===== src/design/ntw_pkg.sv =====
// Shared types, widths and constants of the night tint window schedule unit.
package ntw_pkg;

  localparam int FRAC_BITS = 16;
  localparam int Q_W = FRAC_BITS + 1;
  localparam int SEC_W = 17;
  localparam int MIN_W = 11;
  localparam int FADE_W = 10;
  localparam int DSEC_W = 16;
  localparam int MODE_W = 2;
  localparam int CFG_IDX_W = 3;
  localparam int CFG_DATA_W = (Q_W > MIN_W) ? Q_W : MIN_W;

  localparam int QUEUE_DEPTH = 8;
  localparam int QPTR_W = $clog2(QUEUE_DEPTH);
  localparam int QCNT_W = $clog2(QUEUE_DEPTH + 1);
  localparam int FRONT_STAGES = 3;

  localparam logic [Q_W-1:0] ONE_Q = {1'b1, {FRAC_BITS{1'b0}}};
  localparam logic [FRAC_BITS+1:0] THREE_ONE_Q = {2'b11, {FRAC_BITS{1'b0}}};
  localparam logic [SEC_W-1:0] SEC_PER_DAY = SEC_W'(86400);
  localparam logic [MIN_W-1:0] MIN_PER_DAY = MIN_W'(1440);

  localparam logic [MIN_W-1:0] RST_START_MIN = MIN_W'(1320);
  localparam logic [MIN_W-1:0] RST_END_MIN = MIN_W'(420);
  localparam logic [FADE_W-1:0] RST_FADE_MIN = FADE_W'(30);

  typedef enum logic [MODE_W-1:0] {
    MODE_WINDOW = 2'd0,
    MODE_FULL   = 2'd1,
    MODE_ZERO   = 2'd2
  } ntw_mode_t;

  typedef enum logic [CFG_IDX_W-1:0] {
    REG_SHIFT_ENABLE = 3'd0,
    REG_SCHEDULE_MODE = 3'd1,
    REG_WINDOW_START = 3'd2,
    REG_WINDOW_END = 3'd3,
    REG_FADE_MINUTES = 3'd4,
    REG_TARGET_RED = 3'd5,
    REG_TARGET_GREEN = 3'd6,
    REG_TARGET_BLUE = 3'd7
  } ntw_reg_t;

  typedef enum logic [1:0] {
    CLS_ZERO = 2'd0,
    CLS_FULL = 2'd1,
    CLS_FADE = 2'd2,
    CLS_WIN  = 2'd3
  } ntw_class_t;

  typedef struct packed {
    logic              shift_enable;
    logic [MODE_W-1:0] schedule_mode;
    logic [MIN_W-1:0]  window_start_minute;
    logic [MIN_W-1:0]  window_end_minute;
    logic [FADE_W-1:0] fade_minutes;
    logic [Q_W-1:0]    target_gain_red;
    logic [Q_W-1:0]    target_gain_green;
    logic [Q_W-1:0]    target_gain_blue;
  } ntw_cfg_t;

  typedef struct packed {
    ntw_class_t        cls;
    logic [DSEC_W-1:0] dist_sec;
    logic [DSEC_W-1:0] fade_sec;
  } ntw_item_t;

endpackage


===== src/design/ntw_back.sv =====
// Back end: fade divider, smoothstep and gain blending pipeline.
module ntw_back (
  input  logic                     clk,
  input  logic                     rst_n,
  input  logic                     pop,
  input  ntw_pkg::ntw_item_t       pop_item,
  input  ntw_pkg::ntw_cfg_t        cfg,
  output logic                     out_strobe,
  output logic [ntw_pkg::Q_W-1:0]  out_strength,
  output logic [ntw_pkg::Q_W-1:0]  out_gain_red,
  output logic [ntw_pkg::Q_W-1:0]  out_gain_green,
  output logic [ntw_pkg::Q_W-1:0]  out_gain_blue
);
  import ntw_pkg::*;

  localparam int SQ_W = 2 * FRAC_BITS;
  localparam int ST_W = 2 * FRAC_BITS + 2;
  localparam int GP_W = 2 * Q_W;

  logic              dv_r  [FRAC_BITS+1];
  ntw_class_t        dcls_r [FRAC_BITS+1];
  logic [DSEC_W-1:0] rem_r [FRAC_BITS+1];
  logic [DSEC_W-1:0] div_r [FRAC_BITS+1];
  logic [FRAC_BITS-1:0] quo_r [FRAC_BITS+1];
  logic [DSEC_W:0]   shl [FRAC_BITS];
  logic [DSEC_W:0]   sub [FRAC_BITS];
  logic              ge  [FRAC_BITS];

  logic                 sq_v_r;
  ntw_class_t           sq_cls_r;
  logic [FRAC_BITS-1:0] sq_x_r;
  logic [SQ_W-1:0]      sq_prod_r, sq_prod_nxt;

  logic                 st_v_r;
  ntw_class_t           st_cls_r;
  logic [ST_W-1:0]      st_prod_r, st_prod_nxt;
  logic [FRAC_BITS+1:0] weight;

  logic                 gm_v_r;
  logic [Q_W-1:0]       gm_s_r, gm_s_nxt;
  logic [GP_W-1:0]      gm_prod_r [3];
  logic [GP_W-1:0]      gm_prod_nxt [3];
  logic [Q_W-1:0]       tgt [3];
  logic [Q_W-1:0]       diff [3];

  logic [Q_W-1:0]       strength_r;
  logic [Q_W-1:0]       gain_r [3];
  logic                 strobe_r;

  always_comb begin
    for (int i = 0; i < FRAC_BITS; i++) begin
      shl[i] = {rem_r[i], 1'b0};
      ge[i] = (shl[i] >= {1'b0, div_r[i]});
      sub[i] = shl[i] - {1'b0, div_r[i]};
    end
  end

  always_comb begin
    sq_prod_nxt = SQ_W'(quo_r[FRAC_BITS]) * SQ_W'(quo_r[FRAC_BITS]);
    weight = THREE_ONE_Q - {1'b0, sq_x_r, 1'b0};
    st_prod_nxt = ST_W'(sq_prod_r[SQ_W-1:FRAC_BITS]) * ST_W'(weight);
    unique case (st_cls_r)
      CLS_FADE: gm_s_nxt = st_prod_r[2*FRAC_BITS:FRAC_BITS];
      CLS_FULL: gm_s_nxt = ONE_Q;
      default:  gm_s_nxt = '0;
    endcase
    tgt[0] = cfg.target_gain_red;
    tgt[1] = cfg.target_gain_green;
    tgt[2] = cfg.target_gain_blue;
    for (int c = 0; c < 3; c++) begin
      diff[c] = (tgt[c] > ONE_Q) ? '0 : ONE_Q - tgt[c];
      gm_prod_nxt[c] = GP_W'(diff[c]) * GP_W'(gm_s_nxt);
    end
  end

  always_ff @(posedge clk) begin
    if (!rst_n) begin
      for (int i = 0; i <= FRAC_BITS; i++) begin
        dv_r[i] <= 1'b0;
      end
      sq_v_r <= 1'b0;
      st_v_r <= 1'b0;
      gm_v_r <= 1'b0;
      strobe_r <= 1'b0;
    end else begin
      dv_r[0] <= pop;
      for (int i = 0; i < FRAC_BITS; i++) begin
        dv_r[i+1] <= dv_r[i];
      end
      sq_v_r <= dv_r[FRAC_BITS];
      st_v_r <= sq_v_r;
      gm_v_r <= st_v_r;
      strobe_r <= gm_v_r;
    end
  end

  always_ff @(posedge clk) begin
    dcls_r[0] <= pop_item.cls;
    rem_r[0] <= pop_item.dist_sec;
    div_r[0] <= pop_item.fade_sec;
    quo_r[0] <= '0;
    for (int i = 0; i < FRAC_BITS; i++) begin
      dcls_r[i+1] <= dcls_r[i];
      div_r[i+1] <= div_r[i];
      rem_r[i+1] <= ge[i] ? sub[i][DSEC_W-1:0] : shl[i][DSEC_W-1:0];
      quo_r[i+1] <= {quo_r[i][FRAC_BITS-2:0], ge[i]};
    end
    sq_cls_r <= dcls_r[FRAC_BITS];
    sq_x_r <= quo_r[FRAC_BITS];
    sq_prod_r <= sq_prod_nxt;
    st_cls_r <= sq_cls_r;
    st_prod_r <= st_prod_nxt;
    gm_s_r <= gm_s_nxt;
    for (int c = 0; c < 3; c++) begin
      gm_prod_r[c] <= gm_prod_nxt[c];
      gain_r[c] <= ONE_Q - gm_prod_r[c][2*FRAC_BITS:FRAC_BITS];
    end
    strength_r <= gm_s_r;
  end

  assign out_strobe = strobe_r;
  assign out_strength = strength_r;
  assign out_gain_red = gain_r[0];
  assign out_gain_green = gain_r[1];
  assign out_gain_blue = gain_r[2];

`ifndef ASSERT_OFF
  a_latency: assert property (@(posedge clk) disable iff (!rst_n)
    dv_r[0] |-> ##(FRAC_BITS + 4) out_strobe)
    else $error("beat lost in the back end pipeline");
  a_strength_range: assert property (@(posedge clk) disable iff (!rst_n)
    out_strobe |-> (out_strength <= ONE_Q))
    else $error("strength above full scale");
  a_zero_neutral: assert property (@(posedge clk) disable iff (!rst_n)
    (out_strobe && out_strength == '0) |->
      (out_gain_red == ONE_Q && out_gain_green == ONE_Q && out_gain_blue == ONE_Q))
    else $error("gains not neutral at zero strength");
`endif

endmodule


===== config.mk =====
export PLATFORM = sky130hd
export DESIGN_NAME = ntw_back
export DESIGN_NICKNAME = d
export VERILOG_FILES = /design/src/design/ntw_pkg.sv /design/src/design/ntw_back.sv
export SDC_FILE = /design/constraint.sdc
export NUM_CORES = 2
export LEC_CHECK = 0
export CAP_MARGIN = 0
export CORE_UTILIZATION = 51
export DETAILED_ROUTE_END_ITERATION = 8
export DONT_BUFFER_PORTS = 1
export GPL_ROUTABILITY_DRIVEN = 0
export PLACE_DENSITY = 0.66
export SYNTH_ARGS = -nofsm -noshare
export SYNTH_HDL_FRONTEND = slang
export SYNTH_SLANG_ARGS = --single-unit

===== constraint.sdc =====
create_clock -name clk -period 9.6 [get_ports clk]
set_input_delay 1.44 -clock clk [delete_from_list [all_inputs] [get_ports clk]]
set_output_delay 1.44 -clock clk [all_outputs]
set_load 0.05 [all_outputs]

==> out/metrics.csv <==
stage,metric,value,unit
clocking,CTS Buf Count,94,
logic_synthesis,Post-synth EDFFs,0,
sta,RSZ-0062 raised after global routing,false,
floorplan,row count,140,
logic_synthesis,synth cell count leaders,"inv_1 (1,644), fa_1 (1,047), nand2_1 (1,000)",
sta,f_max,0.113,GHz
logic_synthesis,Synth top area share,28.0,%
logic_synthesis,Synth Flop Type,dfxtp_1,
route,Iteration-0 DRC Markers,3347,
global_routing,initial antenna violation count,3,
final_layout,"Net count, final",10068,
route,WL final,170,mm
clocking,H-Tree Depth,3,
clocking,Clock Tree Buf Depth,3,
final_layout,FF/Latch Area,17900,um2
setup_path,Critical Path Source,cfg[3],
logic_synthesis,Post-Synth Adder-Cell Area,40.9,%
sta,Worst-Margin Slew,1230,ps
clocking,Sink Count,892,
setup_path,"slowest stage delay, CP",580,ps
route,DRC,0,
global_routing,All-Layer GR Usage,23.7,%
setup_path,r2r startpoint,sq_x_r[2],
route,WL/cell,16.8,um
setup_path,r2r setup slk,1230,ps
logic_synthesis,Ys Warns,0,
logic_synthesis,Post-synth ARST share,0,%
place,I/O Buffers,0,
logic_synthesis,syn nets,10102,
logic_synthesis,cells after synthesis,8164,
setup_path,Worst EP required,10150,ps
clocking,number of instances resized during post-cts repair,0,
final_layout,share of cells above drive strength 1,4.53,%
floorplan,starting density of the core,51.3,%
logic_synthesis,largest family of logic cells by synthesized area,adder cells,
logic_synthesis,post-synthesis mux area share,0.835,%
sta,Max Slew Vio Count,0,
final_layout,Post-Layout Cell Count,10128,
place,post-DP HPWL,133,mm
logic_synthesis,syn_area_per_cell,9.15,um2
logic_synthesis,post-synth top area cell,fa_1,
route,post-route ant nets,0,
logic_synthesis,simple-gate share of the synthesized area,13.9,%
logic_synthesis,synthesized flop and latch total,892,
global_routing,vias in the first global route,56073,
floorplan,# IOs,192,
setup_path,crit path max fanout,22,
sta,final hold vios,0,
sta,final period utilization,92.2,%
clocking,"Clk pin slew, worst setup/hold paths",60,ps
sta,Setup Skew,115,ps
clocking,setup bufs post-CTS,0,
floorplan,die footprint,148000,um2
setup_path,Critical Path AT,9410,ps
logic_synthesis,Syn Std Cell Area,74700,um2
setup_path,most frequent CP cell,fa_1,
sta,Tmin final,8850,ps
setup_path,Worst path slowest cell,or4_1,
run,max_cap viols,0,
global_routing,pin count of the biggest net entering global routing,43,
logic_synthesis,most common cell in the netlist,inv_1,
sta,Setup TNS,0,ps
sta,final setup fails,0,
sta,Worst Slack Setup Final,745,ps
clocking,Post-CTS Hold Fix Bufs,0,
setup_path,critical path type,in2reg,
floorplan,Die Wd,385,um
global_routing,GRT Residual Overflow,0,
place,Place WS,59.9,ps
clocking,CTS tree,yes,
place,dpl cells,9951,
logic_synthesis,XOR/XNOR Fraction of Synth Area,3.96,%
final_layout,Multi-input gate area,49800,um2
setup_path,crit start category,input pin,
clocking,root buffer cell,clkbuf_16,
global_routing,first-pass GRT wire length,282,mm
logic_synthesis,largest cells by area after synthesis,"fa_1 (28%), dfxtp_1 (24%), ha_1 (13%), inv_1 (8.3%), nand2_1 (5.0%)",
setup_path,Bufs and invs on worst path,4,
setup_path,critical path depth,28,
final_layout,filler cell count,12883,
route,vias,52920,
setup_path,Crit Reg-Reg Endpoint,st_prod_r[32],
logic_synthesis,register area share after synthesis,23.9,%
logic_synthesis,Compound-Gate Fraction of Synth Area,6.87,%
floorplan,core area,146000,um2
route,DR pass1 iterations,8,
sta,max_slew headroom,18.0,%
worst_hold_path,worst min path class,reg2reg,
setup_path,Crit path max-delay family,adder cells,
floorplan,Die Ht,385,um
outcome,status,completed,
setup_path,worst-case reg-to-reg path depth,26,
route,DR vias/cell,5.23,
logic_synthesis,"Distinct cells, synth",79,
setup_path,Setup crit end kind,register,
setup_path,crit path capture,gm_prod_r[0][100],
clocking,Clock Latency Late Sink,750,ps
final_layout,Area Overhead vs Synth,7.62,%
kinds of logic after synthesis:
family / count (synthesis)
xor+xnor: 338
fa+ha+maj: 1815
buf+inv: 1894
simple gates: 2347
flops: 892
mux: 56
compound gates: 822
worst min-delay path by stage:
stage	from	endpoint	slack [ps]	depth (start not counted)
4_1_cts	quo_r[12][10]	quo_r[13][11]	260	0
6_report	quo_r[12][10]	quo_r[13][11]	270	0
5_1_grt	dcls_r[15][1]	dcls_r[16][1]	280	0
2_1_floorplan	dcls_r[9][0]	dcls_r[10][0]	310	0
3_5_place_dp	dcls_r[14][0]	dcls_r[15][0]	310	0
3_3_place_gp	quo_r[15][6]	quo_r[16][7]	310	0
worst register-to-register path, delay by kind of cell, from the launching register on:
kind	cells	cell delay (ps)
simple gates	6	1540
compound gates	6	1630
xor+xnor	2	1040
fa+ha+maj	7	3370
buf+inv	5	290
flops	1	350
sequential cells by signal, summed over array words and instances, names as in the netlist:
signal and cells:
sq_x_r 16, gm_prod_r 51, gm_v_r 1, st_cls_r 2, sq_prod_r 16, dv_r 17, st_prod_r 17, gain_r 51
dcls_r 34, div_r 256, sq_v_r 1, sq_cls_r 2, out_strobe 1, rem_r 256, st_v_r 1, out_strength 17
quo_r 136, gm_s_r 17
final cells by class:
type / count / area share [%]
antenna: 2 / 0.00622
sequential: 892 / 22.2
tap: 1917 / 2.98
timing repair buffer: 109 / 1.03
inverter: 1655 / 7.72
clock buffer: 129 / 3.31
multi-input combinational: 5378 / 61.9
clock inverter: 46 / 0.821
cells in the final DEF (no fill, tap or decap), types with 63 or more instances in the layout:
master	Yosys	final
a21o_1	88	88
a21oi_1	261	260
and2_1	205	205
buf_4	0	108
clkbuf_16	0	94
dfxtp_1	892	892
fa_1	1047	1047
ha_1	768	768
inv_1	1644	1644
nand2_1	1000	1000
nand3_1	63	63
nor2_1	660	660
nor2b_1	70	70
nor3_1	105	105
o21ai_0	183	183
xnor2_1	232	227
xor2_1	106	106
routing by layer:
metal / track usage (%) / wire length, um / up-vias / part of all wire (%)
met4: 10.9 / 8350 / 2 / 4.9
li1: - / - / 25055 / -
met3: 3.87 / 11300 / 444 / 6.7
met5: 0 / 13 / - / 0.0077
met2: 40.3 / 81000 / 1628 / 48
met1: 29.6 / 69000 / 25791 / 41
stage by stage:
step | hold WS (ps) | area (um2) | utilization [%]
3_3_place_gp | 310 | 77100 | 53.0
6_report | 270 | 80400 | 55.3
4_1_cts | 261 | 80400 | 55.2
3_5_place_dp | 312 | 77100 | 53.0
2_1_floorplan | 310 | 74700 | -
5_1_grt | 279 | 80400 | 55.2
Power is not shown: default switching activity piles up to over one toggle a cycle in this logic, so the estimate is an artifact.
