### config.mk
export PLATFORM = sky130hd
export DESIGN_NAME = ntw_queue
export DESIGN_NICKNAME = d
export VERILOG_FILES = /design/src/design/ntw_pkg.sv /design/src/design/ntw_queue.sv
export SDC_FILE = /design/constraint.sdc
export NUM_CORES = 1
export LEC_CHECK = 0
export BUFFER_PORTS_ARGS = -buffer_cell sky130_fd_sc_hd__buf_4
export CAP_MARGIN = 10
export CORE_UTILIZATION = 49
export CTS_CLUSTER_DIAMETER = 40
export DETAILED_ROUTE_END_ITERATION = 6
export GPL_TIMING_DRIVEN = 0
export PLACE_DENSITY = 0.7
export SYNTH_ARGS = -nofsm -noshare
export SYNTH_HDL_FRONTEND = slang
export SYNTH_SLANG_ARGS = --single-unit
export TNS_END_PERCENT = 50
### constraint.sdc
create_clock -name clk -period 11.1 [get_ports clk]
set_input_delay 2.22 -clock clk [delete_from_list [all_inputs] [get_ports clk]]
set_output_delay 2.22 -clock clk [all_outputs]
set_load 0.1 [all_outputs]
### src/design/ntw_pkg.sv
// Shared types, widths and constants of the night tint window schedule unit.
package ntw_pkg;

  localparam int FRAC_BITS = 16;
  localparam int Q_W = FRAC_BITS + 1;
  localparam int SEC_W = 17;
  localparam int MIN_W = 11;
  localparam int FADE_W = 10;
  localparam int DSEC_W = 16;
  localparam int MODE_W = 2;
  localparam int CFG_IDX_W = 3;
  localparam int CFG_DATA_W = (Q_W > MIN_W) ? Q_W : MIN_W;

  localparam int QUEUE_DEPTH = 8;
  localparam int QPTR_W = $clog2(QUEUE_DEPTH);
  localparam int QCNT_W = $clog2(QUEUE_DEPTH + 1);
  localparam int FRONT_STAGES = 3;

  localparam logic [Q_W-1:0] ONE_Q = {1'b1, {FRAC_BITS{1'b0}}};
  localparam logic [FRAC_BITS+1:0] THREE_ONE_Q = {2'b11, {FRAC_BITS{1'b0}}};
  localparam logic [SEC_W-1:0] SEC_PER_DAY = SEC_W'(86400);
  localparam logic [MIN_W-1:0] MIN_PER_DAY = MIN_W'(1440);

  localparam logic [MIN_W-1:0] RST_START_MIN = MIN_W'(1320);
  localparam logic [MIN_W-1:0] RST_END_MIN = MIN_W'(420);
  localparam logic [FADE_W-1:0] RST_FADE_MIN = FADE_W'(30);

  typedef enum logic [MODE_W-1:0] {
    MODE_WINDOW = 2'd0,
    MODE_FULL   = 2'd1,
    MODE_ZERO   = 2'd2
  } ntw_mode_t;

  typedef enum logic [CFG_IDX_W-1:0] {
    REG_SHIFT_ENABLE = 3'd0,
    REG_SCHEDULE_MODE = 3'd1,
    REG_WINDOW_START = 3'd2,
    REG_WINDOW_END = 3'd3,
    REG_FADE_MINUTES = 3'd4,
    REG_TARGET_RED = 3'd5,
    REG_TARGET_GREEN = 3'd6,
    REG_TARGET_BLUE = 3'd7
  } ntw_reg_t;

  typedef enum logic [1:0] {
    CLS_ZERO = 2'd0,
    CLS_FULL = 2'd1,
    CLS_FADE = 2'd2,
    CLS_WIN  = 2'd3
  } ntw_class_t;

  typedef struct packed {
    logic              shift_enable;
    logic [MODE_W-1:0] schedule_mode;
    logic [MIN_W-1:0]  window_start_minute;
    logic [MIN_W-1:0]  window_end_minute;
    logic [FADE_W-1:0] fade_minutes;
    logic [Q_W-1:0]    target_gain_red;
    logic [Q_W-1:0]    target_gain_green;
    logic [Q_W-1:0]    target_gain_blue;
  } ntw_cfg_t;

  typedef struct packed {
    ntw_class_t        cls;
    logic [DSEC_W-1:0] dist_sec;
    logic [DSEC_W-1:0] fade_sec;
  } ntw_item_t;

endpackage

### src/design/ntw_queue.sv
// Short queue between the front end and the back end.
module ntw_queue (
  input  logic                       clk,
  input  logic                       rst_n,
  input  logic                       push,
  input  ntw_pkg::ntw_item_t         push_item,
  output logic                       pop,
  output ntw_pkg::ntw_item_t         pop_item,
  output logic [ntw_pkg::QCNT_W-1:0] count
);
  import ntw_pkg::*;

  ntw_item_t         mem_r [QUEUE_DEPTH];
  logic [QPTR_W-1:0] wr_ptr_r, wr_ptr_nxt;
  logic [QPTR_W-1:0] rd_ptr_r, rd_ptr_nxt;
  logic [QCNT_W-1:0] count_r, count_nxt;

  assign pop = (count_r != '0);
  assign pop_item = mem_r[rd_ptr_r];
  assign count = count_r;

  always_comb begin
    wr_ptr_nxt = push ? wr_ptr_r + QPTR_W'(1) : wr_ptr_r;
    rd_ptr_nxt = pop ? rd_ptr_r + QPTR_W'(1) : rd_ptr_r;
    count_nxt = count_r + QCNT_W'(push) - QCNT_W'(pop);
  end

  always_ff @(posedge clk) begin
    if (!rst_n) begin
      wr_ptr_r <= '0;
      rd_ptr_r <= '0;
      count_r <= '0;
    end else begin
      wr_ptr_r <= wr_ptr_nxt;
      rd_ptr_r <= rd_ptr_nxt;
      count_r <= count_nxt;
    end
  end

  always_ff @(posedge clk) begin
    if (push) begin
      mem_r[wr_ptr_r] <= push_item;
    end
  end

`ifndef ASSERT_OFF
  a_no_overflow: assert property (@(posedge clk) disable iff (!rst_n)
    (push && count_r == QCNT_W'(QUEUE_DEPTH)) |-> pop)
    else $error("queue written while full");
  a_count_up: assert property (@(posedge clk) disable iff (!rst_n)
    (push && !pop) |=> (count_r == $past(count_r) + QCNT_W'(1)))
    else $error("queue count did not advance on a lone push");
  a_ptr_gap: assert property (@(posedge clk) disable iff (!rst_n)
    (count_r == '0) |-> (wr_ptr_r == rd_ptr_r))
    else $error("empty queue with pointers apart");
`endif

endmodule

==> results.md, run 1 <==
- Status: completed
- Clock latency on the worst-skew pair: 0.51 ns
- Peak supply drop: 0.204 mV
- Min Tclk post-route: 4.83 ns
- Commonest register cell after synthesis: edfxtp_1
- Layout cells sized above 1: 0.416
- WL final: 20700 um
- Final setup TNS: 0 ns
- Commonest non-fill, non-tap cell in the layout: edfxtp_1
- Period utilization: 0.435
- Sequential share of the synthesized area: 0.767
- Area after DPL: 12200 sq um
- Slew headroom: 0.345
- 1st-pass router iterations: 6
- Mux share of post-synthesis cell area: 0.188
- Worst path cell trace: clkbuf_1 -> clkbuf_1 -> mux4_2 -> mux2_2 -> buf_4
- Placement Setup Slack: 6.76 ns
- Post-synth cell types: 28
- Post-DP HPWL: 12900 um
- Vias in the first global route: 5369
- Initial antenna violation count: 0
- Critical path data required time: 8.88 ns
- Antenna cells: 0
- CP Launch Type: flop
- Most frequent cells in the layout: edfxtp_1 (272), buf_4 (76), mux4_2 (56), clkbuf_16 (38), mux2_4 (20)
- Mean Syn Cell Area: 23.7 sq um
- Critical Path Slowest Stage Cell: clkbuf_1
- Routed via count: 4977
- Cells after Synth: 463
- Final hold vios: 0
- Crit path max-delay family: buffers and inverters
- Simple-gate share of the synthesized area: 0.0134
- Worst Path Class, Setup: flop to output port
- Final setup fails: 0
- Final ANT Viol Nets: 0
- Design area: 13400 sq um
- Rows: 54
- H-tree Lvls: 2
- Max clock buf depth: 3
- Clock root buffer: clkbuf_16
- Net count after synthesis: 508
- Die area: 23000 sq um
- Starting density of the core: 0.502
- CTS tree: done
- Overall Global Routing Usage: 0.193
- Clk slew on worst S/H paths: 0.06 ns
- Most Frequent Cell on Critical Path: clkbuf_1
- Number of I/O pins: 76
- Slew @ Worst Pin: 0.983 ns
- Critical path endpoint category: output port
- Post-cts repair resize count: 0
- Netlist Area Pre-Place: 11000 sq um
- Max Transition Viols Final: 0
- Post-route DRC: 0
- Post-CTS setup repair buffer count: 0
- Synth warnings: 0
- First-pass GRT wire length: 31500 um
- Hold-fix buffers at CTS: 0
- Clock tree sinks: 285
- Max incr delay on CP: 0.64 ns
- Pleak: 0.00450 uW
- Max_cap viols: 0
- Peak Freq: 207 MHz
- Power density cells: 273 nW/um^2
- Final worst setup slack: 6.27 ns
- TritonCTS Buffers: 36
- Vias per cell: 5.55
- Largest family of logic cells by synthesized area: multiplexers
- Largest net degree at the start of global routing: 25
- Synth Area in Adders: 0.00979
- Iteration-0 DRC Markers: 306
- FFs w/ async S/R, synth: 0
- I/O Buffers: 75
- Complex-gate fraction of the synthesized area: 0.00228
- RSZ-0062 raised after global routing: no
- Die X: 152 um
- Global placer's final weighted congestion: 0.689
- Core area: 21900 sq um
- CP arrival: 2.61 ns
- P&R area growth vs syn: 21.9%
- Synth Register Bits: 285
- Hold Slack: 0.531 ns
- Chip Height: 152 um
- Post-Synth XOR/XNOR Area: 0.00319
- GRT overflow: 0
- Crit Path Max Fanout: 10
- Clock Skews: 0.0107 ns
- Hold WC Path Type: flop to flop
- NumNets Final: 635
- Post-synth EDFFs: 272
- Wire length per cell: 23.1 um
- Number of buffers and inverters on the critical path: 3
- Finished Core Util: 0.612
-- metal layers --
metal,track usage,part of all wire,vias up
li1,-,-,2196
met1,0.259,0.42,2598
met2,0.314,0.50,142
met3,0.0401,0.060,41
met4,0.0658,0.023,0
met5,0,0,-
-- flip-flops by register name (all words and copies together) (netlist names), named ones only --
name / cells
rd_ptr_r: 3
count: 4
wr_ptr_r: 3
mem_r: 272
-- worst min-delay path, cell delays in order, from the launching register on --
cell and delay, ns:
dfxtp_1 0.30, o21ai_0 0.07, a21boi_1 0.10
-- cells by family (layout without fill, tap and decap cells) --
kind of cell / after synthesis / count (layout)
flops: 285 / 285
mux: 105 / 105
simple gates: 27 / 27
xor+xnor: 4 / 4
compound gates: 4 / 4
fa+ha+maj: 8 / 8
buf+inv: 30 / 183
-- cells in the mapped netlist (3+ instances only) --
cell	count	area (sq um)
edfxtp_1	272	8170
mux4_2	56	1260
mux2_4	20	300
mux2_2	14	158
dfxtp_1	13	260
mux4_1	12	315
clkbuf_1	9	33.8
inv_1	9	33.8
buf_2	8	40.0
ha_1	7	87.6
and2_1	6	37.5
nor2_1	6	22.5
nand2_1	4	15.0
nand2b_1	4	25.0
buf_12	3	60.1
mux2i_1	3	30.0
nor2b_1	3	18.8
xnor2_1	3	26.3
-- final cells by class --
cell class,count,area (sq um)
clock inverters,19,235
well taps,280,350
multi-input cells,148,2430
clock buffers,45,987
plain buffers,21,145
repair buffers,89,773
flip-flops and latches,285,8430
inverters,9,33.8
fillers,1518,8500
-- stage by stage --
step | cells | total power, uW
2_1_floorplan | 463 | 2270
3_3_place_gp | 818 | 2490
3_5_place_dp | 832 | 2520
4_1_cts | 896 | 3690
5_1_grt | 896 | 3780
6_report | 896 | 3650
-- report_power, final --
group	switching (uW)	internal, uW	total (uW)
Clock	423	748	1170
Sequential	15.9	1220	1240
Combinational	839	405	1240
Total	1280	2370	3650
-- path summary, 6_finish.rpt --
kind / start / end / slack, ns / cells past startpoint
setup / recovery: flop / pop_item[8] / 6.27 / 5
hold / removal: rd_ptr_r[2] / flop / 0.53 / 2
hold reg to reg: rd_ptr_r[2] / flop / 0.53 / 2
setup reg to reg: count[2] / count[2] / 8.70 / 11
(Power assumes the default switching activity.)
==> run 2, diff against run 1 <==
Settings changed: PLACE_DENSITY 0.7 to 0.72.
Clock period 11.1 ns to 4.4 ns, I/O delays scaled along.
==> run 2 against run 1 <==
Against the previous run:
- wire length down 1.1%
- global-route usage decreased by 0.61 points
- critical path depth up 1
- non-clock buffer count is 1 lower
- first-iteration DRC count fell by 2.0%
- worst hold slack lost 0.036 ns
- clock power rose to 2.6 times the previous value
- register-to-register slack got worse by 6.7 ns
- final area stayed put
- critical path type unchanged
==> results.md, run 2 (same netlist as run 1, synthesis figures left out) <==
- Peak Freq: 285 MHz
- 1st-pass router iterations: 4 (-2)
- Critical path data required time: 3.52 ns (-5.36 ns)
- GRT overflow: 0 (unchanged)
- Min Tclk post-route: 3.51 ns
- Power density cells: 692 nW/um^2 (+150%)
- R2r endpoint: count[2]
- Crit path max-delay family: buffers and inverters
- Vias per cell: 5.54 (-0.25%)
- P&R area growth vs syn: 21.9% (unchanged)
- Status: completed
- Fillers: 1515 (-0.20%)
- Critical Path Slowest Stage Cell: mux4_2
- Die area: 23000 sq um (unchanged)
- NumNets Final: 633 (-0.31%)
- Clock latency on the worst-skew pair: 0.51 ns (about the same)
- Core area: 21900 sq um (unchanged)
- Overall Global Routing Usage: 0.187 (-0.00612)
- CP Capture Point: pop_item[23]
- Global placer's final weighted congestion: 0.716 (+4.0%)
- Reg2Reg Depth: 11 (unchanged)
- Finished Core Util: 0.612 (unchanged)
- Clock root buffer: clkbuf_16
- Vias in the first global route: 5227 (-2.6%)
- Clock Skews: 0.0164 ns (+0.00570 ns)
- TritonCTS Buffers: 35 (-2.8%)
- Design area: 13400 sq um (unchanged)
- Antenna cells: 0 (unchanged)
- Final setup fails: 0 (unchanged)
- Period utilization: 0.798
- Post-DP HPWL: 12800 um (-0.90%)
- Layout cells sized above 1: 0.414 (-0.00123)
- Max incr delay on CP: 0.37 ns (-0.27 ns)
- Routed via count: 4948 (-0.58%)
- H-tree Lvls: 2 (unchanged)
- Final worst setup slack: 0.889 ns (-5.38 ns)
- Number of buffers and inverters on the critical path: 4 (+1)
- Hold WC Path Type: flop to flop
- First-pass GRT wire length: 30200 um (-4.2%)
- Register-to-register setup slack: 2.03 ns (-6.67 ns)
- CP arrival: 2.63 ns (+0.02 ns)
- Clk slew on worst S/H paths: 0.05 ns (about the same)
- Most frequent cells in the layout: edfxtp_1 (272), buf_4 (76), mux4_2 (56), clkbuf_16 (35), mux2_4 (20)
- Starting density of the core: 0.502 (unchanged)
- Wire length per cell: 22.9 um (-0.76%)
- Rows: 54 (unchanged)
- Max Transition Viols Final: 0 (unchanged)
- Number of I/O pins: 76 (unchanged)
- Commonest non-fill, non-tap cell in the layout: edfxtp_1
- Initial antenna violation count: 0 (unchanged)
- Worst path cell trace: clkbuf_1 -> buf_2 -> buf_2 -> mux4_2 -> mux2_4 -> buf_4
- WL final: 20500 um (-1.1%)
- Slew headroom: 0.353 (+0.00799)
- RSZ-0062 raised after global routing: no
- Placement Setup Slack: 1.35 ns (-5.41 ns)
- Hold-fix buffers at CTS: 0 (unchanged)
- Slew @ Worst Pin: 0.966 ns (-0.0172 ns)
- CTS tree: done
- Worst R2R Start: count[2]
- Max_cap viols: 0 (unchanged)
- Total Power: 9260 uW (+150%)
- Worst Path Class, Setup: flop to output port
- Final hold vios: 0 (unchanged)
- Crit Path Max Fanout: 10 (unchanged)
- Number of flip-flops in the largest register: 272 (unchanged)
- Post-route DRC: 0 (unchanged)
- Peak supply drop: 0.597 mV (+190%)
- Final ANT Viol Nets: 0 (unchanged)
- Post-cts repair resize count: 0 (unchanged)
- CP Launch Type: flop
- Critical path endpoint category: output port
- Pleak: 0.00450 uW (+0.16%)
- Iteration-0 DRC Markers: 300 (-2.0%)
- Biggest register: mem_r
- Post-CTS setup repair buffer count: 0 (unchanged)
- Max clock buf depth: 3 (unchanged)
- I/O Buffers: 75 (unchanged)
- Clock tree sinks: 285 (unchanged)
- Most Frequent Cell on Critical Path: buf_2
- Area after DPL: 12200 sq um (about the same)
- Largest net degree at the start of global routing: 25 (unchanged)
- CP Depth: 6 (+1)
- Die X: 152 um (unchanged)
- Chip Height: 152 um (unchanged)
## run 2: cell count changes in the layout (fill, tap and decap cells not counted), moves of 2 or more
cell        before  now
clkinvlp_4       4    1
clkbuf_16       38   35
bufinv_16        5    8
buf_6            7    5
inv_6            0    4
## run 2: how the worst min path moves through the flow
stage,from,to,slack (ns),cells after the start
finish,rd_ptr_r[2],flop,0.50,2
global route,rd_ptr_r[2],flop,0.54,2
CTS,rd_ptr_r[2],flop,0.50,2
detailed placement,rd_ptr_r[2],rd_ptr_r[2],0.50,2
global placement,rd_ptr_r[2],rd_ptr_r[2],0.48,2
floorplan,rd_ptr_r[2],flop,0.46,2
## run 2: power by group
group          switching [uW]  total [uW]  internal, uW
Combinational            2110        3140          1020
Sequential               39.0        3110          3080
Clock                    1060        3010          1950
## run 2: stage by stage
stage	instances	TNS [ns]	hold slack [ns]
final	893	0	0.495
after floorplan	463	0	0.457
after detailed placement	831	0	0.497
after global routing	893	0	0.539
after CTS	893	0	0.505
after global placement	818	-131.65	0.475
## run 2: cell type report
class | count | area (sq um) | area share
inverters | 9 | 33.8 | 0.00252
clock buffers | 41 | 898 | 0.0671
flip-flops and latches | 285 | 8430 | 0.630
repair buffers | 88 | 766 | 0.0572
well taps | 280 | 350 | 0.0262
clock inverters | 21 | 332 | 0.0248
multi-input cells | 148 | 2430 | 0.182
plain buffers | 21 | 145 | 0.0108
## run 2: layer usage
layer / vias to the layer above / routed length [um] / global-route usage
met5: - / 0 / 0
met3: 38 / 983 / 0.0326
met4: 0 / 428 / 0.0653
li1: 2194 / - / -
met1: 2579 / 8610 / 0.245
met2: 137 / 10400 / 0.314
## run 2: worst min-delay path: stages, from the launching register on
cell and delay (ns):
dfxtp_1 0.30, o21ai_0 0.07, a21boi_1 0.07
