[config.mk]
export PLATFORM = sky130hd
export DESIGN_NAME = ntw_front
export DESIGN_NICKNAME = d
export VERILOG_FILES = /design/src/design/ntw_pkg.sv /design/src/design/ntw_front.sv
export SDC_FILE = /design/constraint.sdc
export NUM_CORES = 1
export LEC_CHECK = 0
export BUFFER_PORTS_ARGS = -buffer_cell sky130_fd_sc_hd__buf_2
export CAP_MARGIN = 20
export CORE_ASPECT_RATIO = 0.6
export CORE_UTILIZATION = 40
export CTS_BUF_LIST = sky130_fd_sc_hd__clkbuf_4
export DETAILED_ROUTE_END_ITERATION = 7
export GPL_TIMING_DRIVEN = 0
export PLACE_DENSITY = 0.69
export SYNTH_ARGS = -nofsm -noshare
export SYNTH_HDL_FRONTEND = slang
export SYNTH_SLANG_ARGS = --single-unit
export TNS_END_PERCENT = 100
[constraint.sdc]
create_clock -name clk -period 6.4 [get_ports clk]
set_input_delay 1.28 -clock clk [delete_from_list [all_inputs] [get_ports clk]]
set_output_delay 1.28 -clock clk [all_outputs]
set_load 0.01 [all_outputs]
[src/design/ntw_pkg.sv]
// Shared types, widths and constants of the night tint window schedule unit.
package ntw_pkg;

  localparam int FRAC_BITS = 16;
  localparam int Q_W = FRAC_BITS + 1;
  localparam int SEC_W = 17;
  localparam int MIN_W = 11;
  localparam int FADE_W = 10;
  localparam int DSEC_W = 16;
  localparam int MODE_W = 2;
  localparam int CFG_IDX_W = 3;
  localparam int CFG_DATA_W = (Q_W > MIN_W) ? Q_W : MIN_W;

  localparam int QUEUE_DEPTH = 8;
  localparam int QPTR_W = $clog2(QUEUE_DEPTH);
  localparam int QCNT_W = $clog2(QUEUE_DEPTH + 1);
  localparam int FRONT_STAGES = 3;

  localparam logic [Q_W-1:0] ONE_Q = {1'b1, {FRAC_BITS{1'b0}}};
  localparam logic [FRAC_BITS+1:0] THREE_ONE_Q = {2'b11, {FRAC_BITS{1'b0}}};
  localparam logic [SEC_W-1:0] SEC_PER_DAY = SEC_W'(86400);
  localparam logic [MIN_W-1:0] MIN_PER_DAY = MIN_W'(1440);

  localparam logic [MIN_W-1:0] RST_START_MIN = MIN_W'(1320);
  localparam logic [MIN_W-1:0] RST_END_MIN = MIN_W'(420);
  localparam logic [FADE_W-1:0] RST_FADE_MIN = FADE_W'(30);

  typedef enum logic [MODE_W-1:0] {
    MODE_WINDOW = 2'd0,
    MODE_FULL   = 2'd1,
    MODE_ZERO   = 2'd2
  } ntw_mode_t;

  typedef enum logic [CFG_IDX_W-1:0] {
    REG_SHIFT_ENABLE = 3'd0,
    REG_SCHEDULE_MODE = 3'd1,
    REG_WINDOW_START = 3'd2,
    REG_WINDOW_END = 3'd3,
    REG_FADE_MINUTES = 3'd4,
    REG_TARGET_RED = 3'd5,
    REG_TARGET_GREEN = 3'd6,
    REG_TARGET_BLUE = 3'd7
  } ntw_reg_t;

  typedef enum logic [1:0] {
    CLS_ZERO = 2'd0,
    CLS_FULL = 2'd1,
    CLS_FADE = 2'd2,
    CLS_WIN  = 2'd3
  } ntw_class_t;

  typedef struct packed {
    logic              shift_enable;
    logic [MODE_W-1:0] schedule_mode;
    logic [MIN_W-1:0]  window_start_minute;
    logic [MIN_W-1:0]  window_end_minute;
    logic [FADE_W-1:0] fade_minutes;
    logic [Q_W-1:0]    target_gain_red;
    logic [Q_W-1:0]    target_gain_green;
    logic [Q_W-1:0]    target_gain_blue;
  } ntw_cfg_t;

  typedef struct packed {
    ntw_class_t        cls;
    logic [DSEC_W-1:0] dist_sec;
    logic [DSEC_W-1:0] fade_sec;
  } ntw_item_t;

endpackage

[src/design/ntw_front.sv]
// Front end: accepts time beats, reduces the schedule and classifies each beat.
module ntw_front (
  input  logic                      clk,
  input  logic                      rst_n,
  input  logic                      accept,
  input  logic [ntw_pkg::SEC_W-1:0] time_of_day_sec,
  input  logic                      time_valid,
  input  ntw_pkg::ntw_cfg_t         cfg,
  output logic                      push,
  output ntw_pkg::ntw_item_t        push_item,
  output logic [1:0]                inflight
);
  import ntw_pkg::*;

  logic              a_vld_r;
  ntw_class_t        a_cls_r, a_cls_nxt;
  logic [SEC_W-1:0]  a_now_r, a_now_nxt;
  logic [SEC_W-1:0]  a_start_sec_r, a_start_sec_nxt;
  logic [SEC_W-1:0]  a_dur_sec_r, a_dur_sec_nxt;
  logic [DSEC_W-1:0] a_fade_sec_r, a_fade_sec_nxt;
  logic [MIN_W-1:0]  start_red, end_red, dur_min;

  logic              b_vld_r;
  ntw_class_t        b_cls_r;
  logic [SEC_W-1:0]  b_since_r, b_since_nxt;
  logic [SEC_W-1:0]  b_dur_sec_r;
  logic [DSEC_W-1:0] b_fade_sec_r;

  logic              c_vld_r;
  ntw_item_t         c_item_r, c_item_nxt;
  logic [SEC_W-1:0]  rest_sec, dist_full;
  logic              in_window;

  always_comb begin
    a_now_nxt = (time_of_day_sec >= SEC_PER_DAY) ? time_of_day_sec - SEC_PER_DAY
                                                 : time_of_day_sec;
    start_red = (cfg.window_start_minute >= MIN_PER_DAY)
                ? cfg.window_start_minute - MIN_PER_DAY : cfg.window_start_minute;
    end_red = (cfg.window_end_minute >= MIN_PER_DAY)
              ? cfg.window_end_minute - MIN_PER_DAY : cfg.window_end_minute;
    dur_min = (end_red >= start_red) ? end_red - start_red
                                     : end_red + (MIN_PER_DAY - start_red);
    a_start_sec_nxt = SEC_W'({SEC_W'(start_red), 6'b0} - {SEC_W'(start_red), 2'b0});
    a_dur_sec_nxt = SEC_W'({SEC_W'(dur_min), 6'b0} - {SEC_W'(dur_min), 2'b0});
    a_fade_sec_nxt = DSEC_W'({DSEC_W'(cfg.fade_minutes), 6'b0}
                             - {DSEC_W'(cfg.fade_minutes), 2'b0});
    a_cls_nxt = CLS_ZERO;
    if (cfg.shift_enable) begin
      unique case (cfg.schedule_mode)
        MODE_FULL:   a_cls_nxt = CLS_FULL;
        MODE_WINDOW: a_cls_nxt = time_valid ? CLS_WIN : CLS_ZERO;
        default:     a_cls_nxt = CLS_ZERO;
      endcase
    end
  end

  always_comb begin
    b_since_nxt = (a_now_r >= a_start_sec_r) ? a_now_r - a_start_sec_r
                                             : a_now_r + (SEC_PER_DAY - a_start_sec_r);
  end

  always_comb begin
    in_window = (b_dur_sec_r != '0) && (b_since_r < b_dur_sec_r);
    rest_sec = b_dur_sec_r - b_since_r;
    dist_full = (b_since_r < rest_sec) ? b_since_r : rest_sec;
    c_item_nxt.dist_sec = dist_full[DSEC_W-1:0];
    c_item_nxt.fade_sec = b_fade_sec_r;
    unique case (b_cls_r)
      CLS_WIN: begin
        if (!in_window) begin
          c_item_nxt.cls = CLS_ZERO;
        end else if (b_fade_sec_r == '0) begin
          c_item_nxt.cls = CLS_FULL;
        end else if (dist_full >= SEC_W'(b_fade_sec_r)) begin
          c_item_nxt.cls = CLS_FULL;
        end else begin
          c_item_nxt.cls = CLS_FADE;
        end
      end
      default: c_item_nxt.cls = b_cls_r;
    endcase
  end

  always_ff @(posedge clk) begin
    if (!rst_n) begin
      a_vld_r <= 1'b0;
      b_vld_r <= 1'b0;
      c_vld_r <= 1'b0;
    end else begin
      a_vld_r <= accept;
      b_vld_r <= a_vld_r;
      c_vld_r <= b_vld_r;
    end
  end

  always_ff @(posedge clk) begin
    a_cls_r <= a_cls_nxt;
    a_now_r <= a_now_nxt;
    a_start_sec_r <= a_start_sec_nxt;
    a_dur_sec_r <= a_dur_sec_nxt;
    a_fade_sec_r <= a_fade_sec_nxt;
    b_cls_r <= a_cls_r;
    b_since_r <= b_since_nxt;
    b_dur_sec_r <= a_dur_sec_r;
    b_fade_sec_r <= a_fade_sec_r;
    c_item_r <= c_item_nxt;
  end

  assign push = c_vld_r;
  assign push_item = c_item_r;
  assign inflight = 2'(a_vld_r) + 2'(b_vld_r) + 2'(c_vld_r);

endmodule

==> results of run 1 <==
power by group through the flow:
stage          Clock, mW  Sequential (mW)  Combinational (mW)
6_report           0.598             1.38                4.18
5_1_grt            0.659             1.40                4.72
4_1_cts            0.614             1.38                4.06
3_5_place_dp           0             1.40                4.02
3_3_place_gp           0             1.40                3.94
2_1_floorplan          0             1.36                2.99
worst max-delay path, delay by kind of cell:
family | cells | cell delay [ns]
buffers and inverters | 5 | 0.65
AO/OA/AOI/OAI | 4 | 1.27
multiplexers | 1 | 0.21
XOR/XNOR | 2 | 0.52
AND/OR/NAND/NOR | 7 | 1.37
adder cells (fa/ha/maj) | 4 | 1.28
sequential cells by signal (all words and copies together), names as in the netlist, 2 cells and up:
register	flops
a_start_sec_r	15
b_dur_sec_r	15
a_now_r	17
a_fade_sec_r	14
push_item	32
b_fade_sec_r	14
a_dur_sec_r	15
a_cls_r	2
b_cls_r	2
b_since_r	17
synthesized netlist by cell type (3+ instances only):
| master | n | area, µm² |
|---|---|---|
| a2111oi_0 | 5 | 43.8 |
| a211o_1 | 3 | 26.3 |
| a211oi_1 | 7 | 52.6 |
| a21boi_0 | 3 | 22.5 |
| a21o_1 | 24 | 180 |
| a21oi_1 | 57 | 285 |
| a311oi_1 | 4 | 35.0 |
| a31oi_1 | 13 | 81.3 |
| a41oi_1 | 3 | 26.3 |
| and2_1 | 7 | 43.8 |
| and3_1 | 6 | 37.5 |
| and3b_1 | 3 | 26.3 |
| clkbuf_1 | 5 | 18.8 |
| dfxtp_1 | 146 | 2920 |
| fa_1 | 19 | 380 |
| ha_1 | 131 | 1640 |
| inv_1 | 154 | 578 |
| mux2_2 | 8 | 90.1 |
| mux2i_1 | 18 | 180 |
| nand2_1 | 65 | 244 |
| nand3_1 | 24 | 120 |
| nand4_1 | 14 | 87.6 |
| nor2_1 | 54 | 203 |
| nor2b_1 | 11 | 68.8 |
| nor3_1 | 21 | 105 |
| nor3b_1 | 9 | 67.6 |
| nor4_1 | 9 | 56.3 |
| nor4bb_1 | 5 | 50.1 |
| o211ai_1 | 4 | 30.0 |
| o21a_1 | 11 | 82.6 |
| o21ai_0 | 59 | 295 |
| o21bai_1 | 13 | 97.6 |
| o31a_1 | 6 | 52.6 |
| o31ai_1 | 6 | 45.0 |
| or2_2 | 5 | 31.3 |
| or4_1 | 3 | 22.5 |
| xnor2_1 | 66 | 578 |
| xor2_1 | 34 | 298 |
layer usage:
metal | global-route usage (%) | routed length, µm | vias to the layer above
met4 | 3.38 | 136 | 0
li1 | - | - | 3953
met3 | 3.69 | 1580 | 17
met5 | 0 | 0 | -
met1 | 30.7 | 12800 | 3589
met2 | 25.7 | 8550 | 253
worst max-delay path by stage:
| stage | depth (start not counted) | endpoint |
|---|---|---|
| 5_1_grt | 21 | a_dur_sec_r[15] |
| 3_3_place_gp | 23 | a_dur_sec_r[15] |
| 4_1_cts | 22 | a_dur_sec_r[16] |
| 6_report | 23 | a_dur_sec_r[15] |
| 2_1_floorplan | 21 | a_dur_sec_r[16] |
| 3_5_place_dp | 21 | a_dur_sec_r[16] |
final cells by class:
type,count,area [µm²]
Sequential cell,146,2920
Buffer,9,55.1
Clock inverter,15,181
Timing Repair Buffer,90,450
Inverter,155,582
Antenna cell,1,2.50
Tap cell,315,394
Fill cell,2290,12500
Multi-Input combinational cell,770,6150
Clock buffer,17,128
cell families after synthesis:
kind of cell | count (synthesis)
XOR/XNOR | 100
adder cells (fa/ha/maj) | 150
buffers and inverters | 164
AND/OR/NAND/NOR | 249
multiplexers | 28
flip-flops | 146
other | 1
AO/OA/AOI/OAI | 241
through the flow:
stage	hold WS (ns)	area (µm²)	TNS [ns]
after global routing	0.336	10900	0
after CTS	0.326	10800	0
after global placement	0.311	10500	-3.25
after detailed placement	0.312	10500	-3.35
final	0.327	10900	0
after floorplan	0.310	9620	0
timing repair:
action | CTS | global route
gates cloned | 0 | 0
endpoints found under the setup margin | 4 | 8
pin swaps | 0 | 2
resized for setup | 4 | 20
==> summary.txt, run 1 <==
Critical path
  – R2R Setup Slk: 0.58 ns
  – Worst EP arrival: 6.58 ns
  – Crit-path cells: buf_2 -> inv_1 -> ha_1 -> nor3b_4 -> and3_1 -> o31a_1 -> xnor2_1 -> inv_1 -> ha_1 -> inv_1 -> ha_1 -> and2_1 -> a2111oi_1 -> xnor2_1 -> mux2i_4 -> inv_1 -> ha_1 -> nand4_1 -> nor2_1 -> or4b_1 -> a21boi_1 -> nor4_1 -> a311oi_1
  – Max stage delay on crit path: 0.46 ns
  – Critical path type: input port to flop
  – WP data required: 6.86 ns
  – Reg2reg path depth: 25
  – Reg2reg end: push_item[32]
  – Crit Path Max Fanout: 7
  – CP Capture Type: flop
  – Slowest-stage cell, CP: a2111oi_1
  – RR Startpoint: b_since_r[2]
  – Worst setup startpoint: cfg[72]
  – Worst setup SP type: input port

Clock tree
  – Deepest clock path buffer count: 2
  – Root Buffer: clkbuf_4
  – Post-CTS Setup Inserts: 0
  – H-Tree Depth: 4
  – CTS tree: yes
  – Post-CTS Hold Fix Bufs: 0
  – Clock Sinks: 146
  – CTS clk-pin slew, worst paths: 0.15 ns
  – CTS buffer count: 17
  – Clk_lat worst skew: slightly below 0.6 ns

Outcome
  – Run status: finished, final reports clean

Routing
  – # DRC: 0
  – Starting DRT DRC Count: 549
  – Routed Antenna Nets: 0
  – Vias post-DR: a little under 8,000
  – WL/cell: around 15 µm
  – Drt pass-1 iters: 5
  – Vias per cell: 5.15
  – Routed wire length: about 23,000 µm

Final layout
  – Final non-filler cell total: between 1,500 and 2,000
  – Most frequent cells in the layout: 154 x inv_1, 146 x dfxtp_1, 130 x ha_1, 92 x buf_2, 65 x nand2_1
  – Most common cell after layout, fill and taps aside: inv_1
  – Final nets: 1,446
  – Area grow syn2layout: 13.0%
  – Final core utilization: 46.5%
  – Layout cell share with drive strength beyond 1: 13.6%

STA
  – Relative slew slack: 63.6%
  – Final setup fails: 0
  – Peak Freq: between 150 and 200 MHz
  – Fin. Hold Viols: 0
  – Unrepaired setup endpoints after global routing: false
  – Final WS setup: 0.278 ns
  – Max Slew Vio Count: 0
  – Slew @ Worst Pin: 0.540 ns
  – Worst Clk Skew: 0.0316 ns
  – Tmin final: 6.12 ns
  – Crit share post-route: 95.7%

Pwr
  – VDD IR max: 0.000361 V
  – Sequential share of power: around 22%
  – Pwr/cell area: 567 mW/mm²
  – Tot Pwr: roughly 6.2 mW
  – Net Sw Frac: 49.3%
  – Clock power frac: under 10%
  – Leak Pwr: 5.16 nW
  – P_int: 3.12 mW
  – Gate power share: 67.9%
  – Net switching power: 3.04 mW

GRT
  – Largest net degree at the start of global routing: 19
  – Initial antenna violation count: 1
  – Vias in the first global route: 7,133
  – Gr usage total: 19.1%
  – Remaining Overflow, GRT: 0
  – Global-route wire length before repair: approximately 37,000 µm

Placed design
  – # placed instances: 1,485
  – Setup slack at placement: -0.667 ns
  – Detailed placement HPWL: 19,500 µm
  – IO Port Bufs: 90
  – GP Congestion: just over 0.9

Yosys
  – Synth async-reset ratio: 0%
  – Synth Area in Adders: 21.0%
  – Post-synthesis simple-gate area fraction: approximately an eighth
  – Syn avg cell area: a little under 9 µm²
  – Mux contribution to synthesized area: 3.19%
  – Syn Inst Count: roughly 1,100
  – Main combinational cell family by area after synthesis: adder cells
  – Post-synth cell types: 73
  – Primary FF master, synth: dfxtp_1
  – Flop and latch count out of synthesis: between 100 and 150
  – Xor-xnor portion of the synthesized cell area: a little under a tenth
  – Sequential element share of the synthesized area: ~30%
  – Synth warnings: 0
  – Post-synth EDFFs: 0
  – Synthesized-area fraction occupied by ao, oa, aoi and oai cells: 16.4%
  – Mapped Area: 0.00961 mm²

Floorplanning
  – CORE AREA: between 0.02 and 0.025 mm²
  – Die area: about 0.025 mm²
  – Die Ht: approximately 120 µm
  – IO Count: 144
  – Die W: 202 µm
  – Starting Density: 41.2%
  – Row Count: 43

Flow run
  – Max-cap viol count: 0

Hold path
  – Hold Crit Depth: 0
  – Hold WC Path Type: flop to flop
  – Hold Crit Start: a_dur_sec_r[12]
  – Hold EP: b_dur_sec_r[12]
Note: power is estimated with default switching activity, not from simulation.
==> run 2, diff against run 1 <==
Settings changed: ABC_AREA set to 1, CORE_UTILIZATION 40 to 25, PLACE_DENSITY 0.69 to 0.5.
==> summary.txt, run 2 <==
Critical path
  – Worst EP arrival: 6.11 ns
  – WP data required: 6.91 ns
  – CP Capture Type: flop
  – Worst setup SP type: input port
  – Reg2reg path depth: 29
  – Critical path type: input port to flop
  – Crit Path Max Fanout: 10

Floorplanning
  – Starting Density: 25.7%
  – Die area: 0.0416 mm²
  – CORE AREA: 0.0396 mm²
  – Die W: 262 µm
  – IO Count: 144
  – Die Ht: 158 µm
  – Row Count: 56

Clock tree
  – Deepest clock path buffer count: 2
  – CTS resizes: 0
  – CTS tree: yes
  – Post-CTS Hold Fix Bufs: 0
  – CTS clk-pin slew, worst paths: 0.15 ns
  – CTS buffer count: 17
  – Clock Sinks: 146
  – H-Tree Depth: 4
  – Clk_lat worst skew: 0.59 ns
  – Root Buffer: clkbuf_4
  – Post-CTS Setup Inserts: 0

Yosys
  – Syn Inst Count: 1,370
  – Post-synth EDFFs: 0
  – Synth area leader: dfxtp_1
  – Post-synth top area share: 28.7%
  – Flop and latch count out of synthesis: 146
  – Top post-synthesis cells by area: dfxtp_1 29%, ha_1 16%, nand2_1 11%, inv_1 9.2%, xor2_1 6.0%
  – Post-synth cell types: 51
  – Primary FF master, synth: dfxtp_1
  – Synth async-reset ratio: 0%
  – Count leader, synth: nand2_1
  – Syn avg cell area: approximately 7.4 µm²
  – Synth warnings: 0
  – Synth cell count leaders: 298 x nand2_1, 250 x inv_1, 146 x dfxtp_1
  – Mapped Area: 0.0102 mm²
  – Sequential element share of the synthesized area: around 29%

Routing
  – Routed Antenna Nets: 0
  – # DRC: 0
  – Routed wire length: 27,300 µm
  – WL/cell: 13.5 µm
  – Vias per cell: 4.34
  – Vias post-DR: 8,739
  – Drt pass-1 iters: 5
  – Starting DRT DRC Count: 578

GRT
  – Global-route wire length before repair: 43,100 µm
  – Gr usage total: about 13%
  – Largest net degree at the start of global routing: 17
  – Remaining Overflow, GRT: 0
  – Vias in the first global route: just under 8,000
  – Initial antenna violation count: 1

Final layout
  – Final nets: ~1,700
  – Area grow syn2layout: 13.5%
  – Final non-filler cell total: 2,015
  – Layout cell share with drive strength beyond 1: 11.3%
  – Most common cell after layout, fill and taps aside: nand2_1
  – Final core utilization: 29.2%
  – Most frequent cells in the layout: 298 x nand2_1, 250 x inv_1, 146 x dfxtp_1, 131 x ha_1, 92 x buf_2
  – # fillers: ~4,300
  – Max reg flops: 32

Pwr
  – Pwr/cell area: roughly 540 mW/mm²
  – Leak Pwr: between 6 and 7 nW
  – VDD IR max: about 0.00028 V

STA
  – WHS: 0.319 ns
  – Final WS setup: around 0.80 ns
  – Unrepaired setup endpoints after global routing: false
  – Slew @ Worst Pin: 0.923 ns
  – Fin. Hold Viols: 0
  – Crit share post-route: around 90%
  – Relative slew slack: 37.9%
  – Tmin final: 5.60 ns
  – Final setup fails: 0
  – Worst Clk Skew: ~0.029 ns
  – Peak Freq: 179 MHz
  – TNS Setup: 0 ns
  – Max Slew Vio Count: 0

Hold path
  – Hold WC Path Type: flop to flop
  – Hold Crit Depth: 0

Placed design
  – Detailed placement HPWL: 23,700 µm
  – GP Congestion: 0.874
  – IO Port Bufs: 90
  – # placed instances: 1,983
  – Setup slack at placement: 0.191 ns

Outcome
  – Run status: finished, final reports clean

Flow run
  – Max-cap viol count: 0
==> run 2: changes by cell type in the layout (fill, tap and decap cells not counted), moves of 7 or more <==
cell | previous run | this run
nand3_1 | 24 | 75
nand2_2 | 0 | 9
nand2_1 | 65 | 298
inv_1 | 154 | 250
xnor2_1 | 64 | 17
mux2_2 | 8 | 0
nor3b_1 | 8 | 1
nor2_1 | 54 | 76
a21o_1 | 24 | 4
xor2_1 | 33 | 70
mux2i_1 | 15 | 0
a21oi_1 | 56 | 81
nor2b_1 | 11 | 0
==> run 2: cell families after synthesis <==
kind of cell / Yosys count / synth area share [%]
compound gates: 189 / 10.7
xor+xnor: 87 / 7.49
fa+ha+maj: 150 / 19.8
buf+inv: 264 / 9.99
flops: 146 / 28.7
other cells: 1 / 0.0368
simple gates: 533 / 23.2
==> run 2: worst max-delay path, stage by stage <==
cell and delay [ns]:
buf_2 0.13, nor4_1 0.55, nand4_1 0.15, a31oi_1 0.42, nand2_1 0.16, o211ai_1 0.33, inv_1 0.08, ha_1 0.38
nand2_2 0.11, inv_2 0.05, a21boi_2 0.29, nand4_4 0.18, buf_12 0.19, o21ai_0 0.45, inv_1 0.11, ha_1 0.39
a21oi_1 0.29, nor2_1 0.07, nor2_1 0.13, nand3b_1 0.12, nand2_1 0.06, inv_2 0.06, nand2_1 0.04, nand2_1 0.05
nand2_1 0.04
==> run 2: path summary, 6_finish.rpt <==
path,start,end,slack [ns]
max reg2reg,b_since_r[3],push_item[33],0.83
min,a_fade_sec_r[4],b_fade_sec_r[4],0.32
min reg2reg,a_fade_sec_r[4],b_fade_sec_r[4],0.32
max,cfg[63],a_dur_sec_r[14],0.80
==> run 2: per-stage QoR <==
stage                     power, mW  area (µm²)
final                          6.25       11600
after global routing           6.96       11600
after CTS                      6.24       11600
after detailed placement       5.65       11300
after global placement         5.60       11300
after floorplan                4.37       10200
==> run 2: layout make-up <==
class,instances,area [µm²],area share (%)
clock buffer,19,143,1.23
sequential,146,2920,25.3
buffer,7,52.6,0.455
multi-input combinational,961,6240,54.0
tap,522,653,5.65
inverter,257,965,8.35
clock inverter,12,124,1.07
timing repair buffer,90,450,3.90
antenna,1,2.50,0.0217
==> run 2: report_power, final <==
part           switching, mW  internal, mW
clock network          0.363         0.208
logic                   2.81          1.51
registers              0.149          1.21
==> run 2: metal layers <==
layer	global-route usage [%]	vias to the layer above	share of wire, %
met5	0	-	0
met4	2.69	0	0.71
met3	3.12	13	6.3
met2	16.8	230	34
met1	22.0	3892	59
li1	-	4604	-
